File: config.mk
export PLATFORM = sky130hd
export DESIGN_NAME = sha256_stream_hasher_flat
export DESIGN_NICKNAME = d
export VERILOG_FILES = /design/src/hdl/s256_pkg.sv /design/src/hdl/s256_if.sv /design/src/hdl/sha256_stream_hasher.sv /design/src/flat_wrapper.sv
export SDC_FILE = /design/constraint.sdc
export NUM_CORES = 2
export LEC_CHECK = 0
export BUFFER_PORTS_ARGS = -buffer_cell sky130_fd_sc_hd__buf_2
export CAP_MARGIN = 20
export CORE_MARGIN = 3
export CORE_UTILIZATION = 60
export DETAILED_ROUTE_END_ITERATION = 10
export PLACE_DENSITY = 0.79
export SYNTH_ARGS = -nofsm -noshare
export SYNTH_HDL_FRONTEND = slang
export SYNTH_SLANG_ARGS = --single-unit
File: constraint.sdc
create_clock -name i_clk -period 52.3 [get_ports i_clk]
set_clock_uncertainty 0.2 [all_clocks]
set_input_delay 2.615 -clock i_clk [delete_from_list [all_inputs] [get_ports i_clk]]
set_output_delay 2.615 -clock i_clk [all_outputs]
set_load 0.02 [all_outputs]
File: src/hdl/s256_pkg.sv
// Shared types, constants and round functions of the SHA-256 stream hasher.
// No dependencies; the hasher, the checker and the bench refer to it by scoped names.
package s256_pkg;

    // Sequencer states, one-hot
    typedef enum logic [4:0] {
        ST_IDLE  = 5'b00001,
        ST_PAD   = 5'b00010,
        ST_ROUND = 5'b00100,
        ST_ADD   = 5'b01000,
        ST_EMIT  = 5'b10000
    } t_state;

    // Input function codes
    localparam logic FUNC_ABSORB = 1'b0;
    localparam logic FUNC_FINISH = 1'b1;

    // Block geometry and padding
    localparam logic [5:0] FILL_LAST = 6'd63;
    localparam logic [5:0] LEN_POS   = 6'd56;
    localparam logic [5:0] ROUND_LAST = 6'd63;
    localparam logic [2:0] WORD_LAST = 3'd7;
    localparam logic [7:0] PAD_MARK  = 8'h80;

    localparam logic [31:0] INIT_HASH [8] = '{
        32'h6a09e667, 32'hbb67ae85, 32'h3c6ef372, 32'ha54ff53a,
        32'h510e527f, 32'h9b05688c, 32'h1f83d9ab, 32'h5be0cd19
    };

    localparam logic [31:0] ROUND_K [64] = '{
        32'h428a2f98, 32'h71374491, 32'hb5c0fbcf, 32'he9b5dba5,
        32'h3956c25b, 32'h59f111f1, 32'h923f82a4, 32'hab1c5ed5,
        32'hd807aa98, 32'h12835b01, 32'h243185be, 32'h550c7dc3,
        32'h72be5d74, 32'h80deb1fe, 32'h9bdc06a7, 32'hc19bf174,
        32'he49b69c1, 32'hefbe4786, 32'h0fc19dc6, 32'h240ca1cc,
        32'h2de92c6f, 32'h4a7484aa, 32'h5cb0a9dc, 32'h76f988da,
        32'h983e5152, 32'ha831c66d, 32'hb00327c8, 32'hbf597fc7,
        32'hc6e00bf3, 32'hd5a79147, 32'h06ca6351, 32'h14292967,
        32'h27b70a85, 32'h2e1b2138, 32'h4d2c6dfc, 32'h53380d13,
        32'h650a7354, 32'h766a0abb, 32'h81c2c92e, 32'h92722c85,
        32'ha2bfe8a1, 32'ha81a664b, 32'hc24b8b70, 32'hc76c51a3,
        32'hd192e819, 32'hd6990624, 32'hf40e3585, 32'h106aa070,
        32'h19a4c116, 32'h1e376c08, 32'h2748774c, 32'h34b0bcb5,
        32'h391c0cb3, 32'h4ed8aa4a, 32'h5b9cca4f, 32'h682e6ff3,
        32'h748f82ee, 32'h78a5636f, 32'h84c87814, 32'h8cc70208,
        32'h90befffa, 32'ha4506ceb, 32'hbef9a3f7, 32'hc67178f2
    };

    // Sigma functions of the round and the message schedule
    function automatic logic [31:0] big_sig0(input logic [31:0] x);
        return {x[1:0], x[31:2]} ^ {x[12:0], x[31:13]} ^ {x[21:0], x[31:22]};
    endfunction

    function automatic logic [31:0] big_sig1(input logic [31:0] x);
        return {x[5:0], x[31:6]} ^ {x[10:0], x[31:11]} ^ {x[24:0], x[31:25]};
    endfunction

    function automatic logic [31:0] small_sig0(input logic [31:0] x);
        return {x[6:0], x[31:7]} ^ {x[17:0], x[31:18]} ^ {3'b000, x[31:3]};
    endfunction

    function automatic logic [31:0] small_sig1(input logic [31:0] x);
        return {x[16:0], x[31:17]} ^ {x[18:0], x[31:19]} ^ {10'd0, x[31:10]};
    endfunction

endpackage

File: src/hdl/s256_if.sv
// Valid/ready channel interfaces of the SHA-256 stream hasher.
// Standalone; byte input channel and digest output channel.
interface s256_in_if;
    logic       valid;
    logic       ready;
    logic       func;
    logic [7:0] data_byte;

    modport source (output valid, output func, output data_byte, input ready);
    modport sink   (input valid, input func, input data_byte, output ready);
endinterface

interface s256_out_if;
    logic        valid;
    logic        ready;
    logic [31:0] digest_word;
    logic [2:0]  word_index;
    logic        last_word;

    modport source (output valid, output digest_word, output word_index,
                    output last_word, input ready);
    modport sink   (input valid, input digest_word, input word_index,
                    input last_word, output ready);
endinterface

File: src/hdl/sha256_stream_hasher.sv
// Absorb word: the 64th byte of a block starts the rounds, then the add step.
// Finish word: padding to the end of the block, rounds and add, twice when fill >= 56,
// then 8 digest words, one per cycle while the receiver is ready. One round of the shared
// round unit per cycle sets the block time. Synchronous active-low reset restores the initial
// hash values, clears the byte count and returns the sequencer to idle.
module sha256_stream_hasher (
    input  logic          i_clk,
    input  logic          i_rst_n,
    s256_in_if.sink       i_byte_ch,
    s256_out_if.source    o_dig_ch
);

    s256_pkg::t_state r_state;
    logic [511:0]     r_blk;
    logic [31:0]      r_hash [8];
    logic [31:0]      r_v    [8];
    logic [5:0]       r_round;
    logic [5:0]       r_fill;
    logic [60:0]      r_total;
    logic [63:0]      r_len;
    logic             r_pad_first;
    logic             r_second;
    logic             r_pad;
    logic [2:0]       r_idx;

    logic             in_acc;
    logic             out_acc;
    logic             is_len_byte;
    logic [7:0]       pad_byte;
    logic [31:0]      t1;
    logic [31:0]      t2;
    logic [31:0]      w_new;
    logic [31:0]      w_cur;

    // Handshakes
    assign i_byte_ch.ready = (r_state == s256_pkg::ST_IDLE);
    assign in_acc          = i_byte_ch.valid && i_byte_ch.ready;
    assign o_dig_ch.valid       = (r_state == s256_pkg::ST_EMIT);
    assign o_dig_ch.digest_word = r_hash[r_idx];
    assign o_dig_ch.word_index  = r_idx;
    assign o_dig_ch.last_word   = (r_idx == s256_pkg::WORD_LAST);
    assign out_acc         = o_dig_ch.valid && o_dig_ch.ready;

    // Pick the padding byte: marker, then zeros, then the bit length in the final block
    assign is_len_byte = !r_pad_first && (r_fill >= s256_pkg::LEN_POS) && !r_second;
    always_comb begin
        if (r_pad_first) begin
            pad_byte = s256_pkg::PAD_MARK;
        end else if (is_len_byte) begin
            pad_byte = r_len[63:56];
        end else begin
            pad_byte = 8'h00;
        end
    end

    // Shared round unit: one compression round and one schedule word per cycle
    assign w_cur = r_blk[511:480];
    assign t1 = r_v[7] + s256_pkg::big_sig1(r_v[4])
              + ((r_v[4] & r_v[5]) ^ (~r_v[4] & r_v[6]))
              + s256_pkg::ROUND_K[r_round] + w_cur;
    assign t2 = s256_pkg::big_sig0(r_v[0])
              + ((r_v[0] & r_v[1]) ^ (r_v[0] & r_v[2]) ^ (r_v[1] & r_v[2]));
    assign w_new = w_cur + s256_pkg::small_sig0(r_blk[479:448])
                 + r_blk[223:192] + s256_pkg::small_sig1(r_blk[63:32]);

    // Sequencer and control state
    always_ff @(posedge i_clk) begin
        if (!i_rst_n) begin
            r_state     <= s256_pkg::ST_IDLE;
            r_hash      <= s256_pkg::INIT_HASH;
            r_total     <= '0;
            r_fill      <= '0;
            r_round     <= '0;
            r_idx       <= '0;
            r_pad       <= 1'b0;
            r_pad_first <= 1'b0;
            r_second    <= 1'b0;
        end else begin
            case (r_state)
                s256_pkg::ST_IDLE: begin
                    if (in_acc) begin
                        if (i_byte_ch.func == s256_pkg::FUNC_ABSORB) begin
                            r_total <= r_total + 61'd1;
                            r_fill  <= r_fill + 6'd1;
                            if (r_fill == s256_pkg::FILL_LAST) begin
                                r_round <= '0;
                                r_state <= s256_pkg::ST_ROUND;
                            end
                        end else begin
                            r_pad       <= 1'b1;
                            r_pad_first <= 1'b1;
                            r_second    <= (r_fill >= s256_pkg::LEN_POS);
                            r_state     <= s256_pkg::ST_PAD;
                        end
                    end
                end
                s256_pkg::ST_PAD: begin
                    r_pad_first <= 1'b0;
                    r_fill      <= r_fill + 6'd1;
                    if (r_fill == s256_pkg::FILL_LAST) begin
                        r_round <= '0;
                        r_state <= s256_pkg::ST_ROUND;
                    end
                end
                s256_pkg::ST_ROUND: begin
                    r_round <= r_round + 6'd1;
                    if (r_round == s256_pkg::ROUND_LAST) begin
                        r_state <= s256_pkg::ST_ADD;
                    end
                end
                s256_pkg::ST_ADD: begin
                    for (int i = 0; i < 8; i++) begin
                        r_hash[i] <= r_hash[i] + r_v[i];
                    end
                    if (!r_pad) begin
                        r_state <= s256_pkg::ST_IDLE;
                    end else if (r_second) begin
                        r_second <= 1'b0;
                        r_state  <= s256_pkg::ST_PAD;
                    end else begin
                        r_idx   <= '0;
                        r_state <= s256_pkg::ST_EMIT;
                    end
                end
                s256_pkg::ST_EMIT: begin
                    if (out_acc) begin
                        r_idx <= r_idx + 3'd1;
                        if (r_idx == s256_pkg::WORD_LAST) begin
                            r_hash  <= s256_pkg::INIT_HASH;
                            r_total <= '0;
                            r_fill  <= '0;
                            r_pad   <= 1'b0;
                            r_state <= s256_pkg::ST_IDLE;
                        end
                    end
                end
                default: begin
                    r_state <= s256_pkg::ST_IDLE;
                end
            endcase
        end
    end

    // Datapath: block window, working variables, length shifter
    always_ff @(posedge i_clk) begin
        case (r_state)
            s256_pkg::ST_IDLE: begin
                if (in_acc) begin
                    if (i_byte_ch.func == s256_pkg::FUNC_ABSORB) begin
                        r_blk <= {r_blk[503:0], i_byte_ch.data_byte};
                        if (r_fill == s256_pkg::FILL_LAST) begin
                            r_v <= r_hash;
                        end
                    end else begin
                        r_len <= {r_total, 3'b000};
                    end
                end
            end
            s256_pkg::ST_PAD: begin
                r_blk <= {r_blk[503:0], pad_byte};
                if (is_len_byte) begin
                    r_len <= {r_len[55:0], 8'h00};
                end
                if (r_fill == s256_pkg::FILL_LAST) begin
                    r_v <= r_hash;
                end
            end
            s256_pkg::ST_ROUND: begin
                r_blk <= {r_blk[479:0], w_new};
                r_v[7] <= r_v[6];
                r_v[6] <= r_v[5];
                r_v[5] <= r_v[4];
                r_v[4] <= r_v[3] + t1;
                r_v[3] <= r_v[2];
                r_v[2] <= r_v[1];
                r_v[1] <= r_v[0];
                r_v[0] <= t1 + t2;
            end
            default: begin
                // hold
            end
        endcase
    end

endmodule

File: src/flat_wrapper.sv
// flat-port wrapper written by rule: the top's interface ports become plain ports
module sha256_stream_hasher_flat 
  (i_clk, i_rst_n, i_byte_ch_valid, i_byte_ch_func, i_byte_ch_data_byte, i_byte_ch_ready, o_dig_ch_valid, o_dig_ch_digest_word, o_dig_ch_word_index, o_dig_ch_last_word, o_dig_ch_ready);
  s256_in_if i_byte_ch_i ();
  s256_out_if o_dig_ch_i ();
  input  logic i_clk;
  input  logic i_rst_n;
  input wire logic [$bits(i_byte_ch_i.valid)-1:0] i_byte_ch_valid;
  input wire logic [$bits(i_byte_ch_i.func)-1:0] i_byte_ch_func;
  input wire logic [$bits(i_byte_ch_i.data_byte)-1:0] i_byte_ch_data_byte;
  output wire logic [$bits(i_byte_ch_i.ready)-1:0] i_byte_ch_ready;
  output wire logic [$bits(o_dig_ch_i.valid)-1:0] o_dig_ch_valid;
  output wire logic [$bits(o_dig_ch_i.digest_word)-1:0] o_dig_ch_digest_word;
  output wire logic [$bits(o_dig_ch_i.word_index)-1:0] o_dig_ch_word_index;
  output wire logic [$bits(o_dig_ch_i.last_word)-1:0] o_dig_ch_last_word;
  input wire logic [$bits(o_dig_ch_i.ready)-1:0] o_dig_ch_ready;
  assign i_byte_ch_i.valid = i_byte_ch_valid;
  assign i_byte_ch_i.func = i_byte_ch_func;
  assign i_byte_ch_i.data_byte = i_byte_ch_data_byte;
  assign i_byte_ch_ready = i_byte_ch_i.ready;
  assign o_dig_ch_valid = o_dig_ch_i.valid;
  assign o_dig_ch_digest_word = o_dig_ch_i.digest_word;
  assign o_dig_ch_word_index = o_dig_ch_i.word_index;
  assign o_dig_ch_last_word = o_dig_ch_i.last_word;
  assign o_dig_ch_i.ready = o_dig_ch_ready;
  sha256_stream_hasher u_core (.i_clk(i_clk), .i_rst_n(i_rst_n), .i_byte_ch(i_byte_ch_i), .o_dig_ch(o_dig_ch_i));
endmodule
==> summary.md <==
| Metric | Value |
|---|---|
| Post-Syn Area | `76,260 um^2` |
| Final nets | `8,762` |
| Slew @ Worst Pin | `1.090 ns` |
| FF-to-FF setup slack | `42.09 ns` |
| Metal3 WL | `19,770 um` |
| CP max FO | `15` |
| Hold Path Class | `register to register` |
| Placed insts | `9,671` |
| Post-CTS Hold Fix Bufs | `0` |
| Synth async-reset ratio | `0` |
| Placer Congestion | `1.014` |
| Area Growth Syn to Fin | `7.321%` |
| WP data arrival | `10.52 ns` |
| DIE HEIGHT | `362.5 um` |
| Combinational share of power | `0.389` |
| Drt wl/cell | `about 24 um` |
| Final setup fails | `0` |
| Antenna viol nets, final | `0` |
| Layout cells sized above 1 | `0.06413` |
| Maximum vdd drop | `between 0.06 and 0.07 mV` |
| WL met2 | `around 110,000 um` |
| Post-Layout Cell Count | `9,919` |
| Synth area leaders | `edfxtp_1 (33%), nand2_1 (12%), dfxtp_1 (8.9%)` |
| Net switching power | `0.001346 W` |
| Row count | `between 100 and 150` |
| Hold_sp | `u_core.r_hash[151]` |
| Die W | `362.5 um` |
| Hold worst-path end | `u_core.r_hash[151]` |
| Clock network power share | `0.262` |
| CTS tree | `yes` |
| Seq pwr share | `0.349` |
| Pwr Density | `43.52 nW/um^2` |
| H-tree Lvls | `4` |
| Vias | `62,640` |
| Clock buffer depth | `3` |
| Die Area | `131,400 um^2` |
| Post-cts sizing count | `0` |
| Leakage power | `34.28 nW` |
| Outcome | `completed` |
| Dpl hpwl | `174,400 um` |
| Postcts setup bufs | `0` |
| R2r endpoint | `u_core.r_v[253]` |
| CTS Buf Count | `134` |
| Final worst-path cycle share | `0.1953` |
| Commonest cells in the netlist | `nand2_1 (2,429), edfxtp_1 (829), clkbuf_1 (435)` |
| Drt pass-1 iters | `6` |
| Area leader, netlist | `edfxtp_1` |
| FF+latch count, synth | `around 1,200` |
| Sw Share | `0.3779` |
| CTS sink count | `1,169` |
| Highest metal used | `met5` |
| Post-synth cell types | `93` |
| Starting Density | `0.6057` |
| Root buffer cell | `clkbuf_16` |
| Slowest CP cell | `ha_1` |
| RSZ-0062 raised after global routing | `false` |
| Reg-to-reg startpoint | `u_core.r_round[0]` |
| First-pass GRT wire length | `roughly 360,000 um` |
| Setup TNS | `0 ns` |
| CP Class | `register to register` |
| WL final | `241,000 um` |
| Slew Limit Headroom | `0.2656` |
| Port Buffers | `50` |
| P_int | `0.002216 W` |
| Share of the synthesized area in the top cell type | `0.3264` |
| CP Launch Type | `register` |
| EDFF count, synth | `829` |
| R2R depth | `31` |
| CP required | `between 50 and 60 ns` |
| Initial antenna violation count | `8` |
| 1st-iter DRT viols | `about 7,400` |
| M1 WL | `between 90,000 and 100,000 um` |
| Min Tclk post-route | `10.21 ns` |
| Layout fillers | `10,020` |
| Vias in the first global route | `60,070` |
| Hold Fails Final Rpt | `0` |
| Maxcap violations | `0` |
| Sequential fraction of the synthesis area | `0.4157` |
| GR Overflow Total | `0` |
| Via density per instance | `6.315` |
| Post-synth top flop | `edfxtp_1` |
| Worst path max stage delay | `a little over 0.9 ns` |
| Hold path depth | `2` |
| Post-Syn Nets | `around 9,000` |
| Largest net degree at the start of global routing | `186` |
| Core Area | `125,900 um^2` |
| Remaining DRCs | `0` |
| IO Pins | `51` |
| Clock latency on the worst-skew pair | `approximately 0.80 ns` |
| Synth Instances | `8,375` |
| Top cell by count, worst path | `fa_1` |
| Synthesis Warnings | `0` |
| CTS clk-pin slew, worst paths | `0.06 ns` |
| Max-slew violation count | `0` |
| CP endpoint kind | `register` |
| Fmax | `97.92 MHz` |
| GRT Total Usage | `0.3626` |
| Post-Syn Area per Cell | `9.106 um^2` |
| Cell with the most instances after synthesis | `nand2_1` |
==> cells by family (layout without fill, tap and decap cells) <==
| group | Yosys count | in the layout | share of synthesized area |
|---|---|---|---|
| multiplexers | 199 | 199 | 0.03915 |
| AND/OR/NAND/NOR | 3392 | 3392 | 0.1831 |
| AO/OA/AOI/OAI | 1591 | 1591 | 0.1320 |
| buffers and inverters | 780 | 670 | 0.03844 |
| XOR/XNOR | 627 | 627 | 0.07201 |
| adder cells (fa/ha/maj) | 617 | 617 | 0.1196 |
| flip-flops | 1169 | 1169 | 0.4157 |
| other | 0 | 4 | 0 |
==> sequential cells by signal, indices dropped and copies added (netlist names) <==
name and cells:
u_core.r_blk 512, u_core.r_pad_first 1, u_core.r_round 6, u_core.r_state 5, u_core.r_v 256, u_core.r_fill 6
u_core.o_dig_ch.word_index 3, u_core.r_second 1, u_core.r_hash 256, u_core.r_pad 1, u_core.r_len 61, u_core.r_total 61
==> final cells by class <==
type,count,area [um^2],area share
Tap cell,1650,2064,0.02522
Clock buffer,179,3612,0.04414
Clock inverter,64,683.2,0.008347
Antenna cell,4,10.01,0.0001223
Multi-Input combinational cell,6426,41730,0.5099
Sequential cell,1169,31720,0.3875
Timing Repair Buffer,129,894.6,0.01093
Inverter,298,1129,0.01379
==> power groups by stage <==
stage | Combinational [W] | Clock (W) | Sequential (W)
floorplan | 0.00101 | 0 | 0.00129
global placement | 0.00133 | 0 | 0.00125
detailed placement | 0.00135 | 0 | 0.00126
CTS | 0.00136 | 0.000943 | 0.00124
global route | 0.00152 | 0.000980 | 0.00125
finish | 0.00139 | 0.000933 | 0.00124
==> stage by stage <==
step,power [W],setup slack (ns),utilization,cell area [um^2],hold slack [ns]
floorplan,0.002306,13.21,-,76260,0.2348
global placement,0.002589,42.21,0.6156,77500,0.2690
detailed placement,0.002603,42.19,0.6157,77520,0.2798
CTS,0.003541,42.16,0.6499,81810,0.2884
global route,0.003746,41.47,0.6500,81840,0.3167
finish,0.003562,42.09,0.6501,81840,0.2896
==> cells in the final DEF, fill, tap and decap left out, types with 76 or more instances in the layout <==
master        n
fa_1        195
o21ai_0     376
a21o_1      176
xor2_1      207
clkbuf_16   134
ha_1        396
a21oi_1     384
nand3_1      98
nand2b_1     76
edfxtp_1    829
o22ai_1      98
nor2_1      416
xnor2_1     420
inv_1       292
nor3_1       89
dfxtp_1     334
nand2_1    2427
mux2_2       94
==> per-layer routing <==
metal,vias up,GRT usage
li1,28550,-
met1,30270,0.4691
met2,3078,0.5818
met3,729,0.05961
met4,8,0.2046
met5,-,0
==> worst max-delay path: cells and delay by family (launching register included) <==
| kind | cells | cell delay (ns) |
|---|---|---|
| adder cells (fa/ha/maj) | 8 | 3.70 |
| AO/OA/AOI/OAI | 12 | 3.05 |
| AND/OR/NAND/NOR | 6 | 1.39 |
| XOR/XNOR | 2 | 0.64 |
| buffers and inverters | 3 | 0.59 |
| flip-flops | 1 | 0.33 |
==> worst max path at each step <==
| stage | slack, ns | cells past startpoint | to | start |
|---|---|---|---|---|
| final | 42.09 | 31 | u_core.r_v[253] | u_core.r_round[0] |
| after global routing | 41.47 | 34 | u_core.r_v[254] | u_core.r_round[0] |
| after CTS | 42.16 | 36 | u_core.r_v[255] | u_core.r_round[0] |
| after detailed placement | 42.19 | 33 | u_core.r_v[255] | u_core.r_round[0] |
| after global placement | 42.21 | 33 | u_core.r_v[255] | u_core.r_round[0] |
| after floorplan | 13.21 | 8 | u_core.r_round[5] | i_byte_ch_valid |
Note: power is estimated with default switching activity, not from simulation.
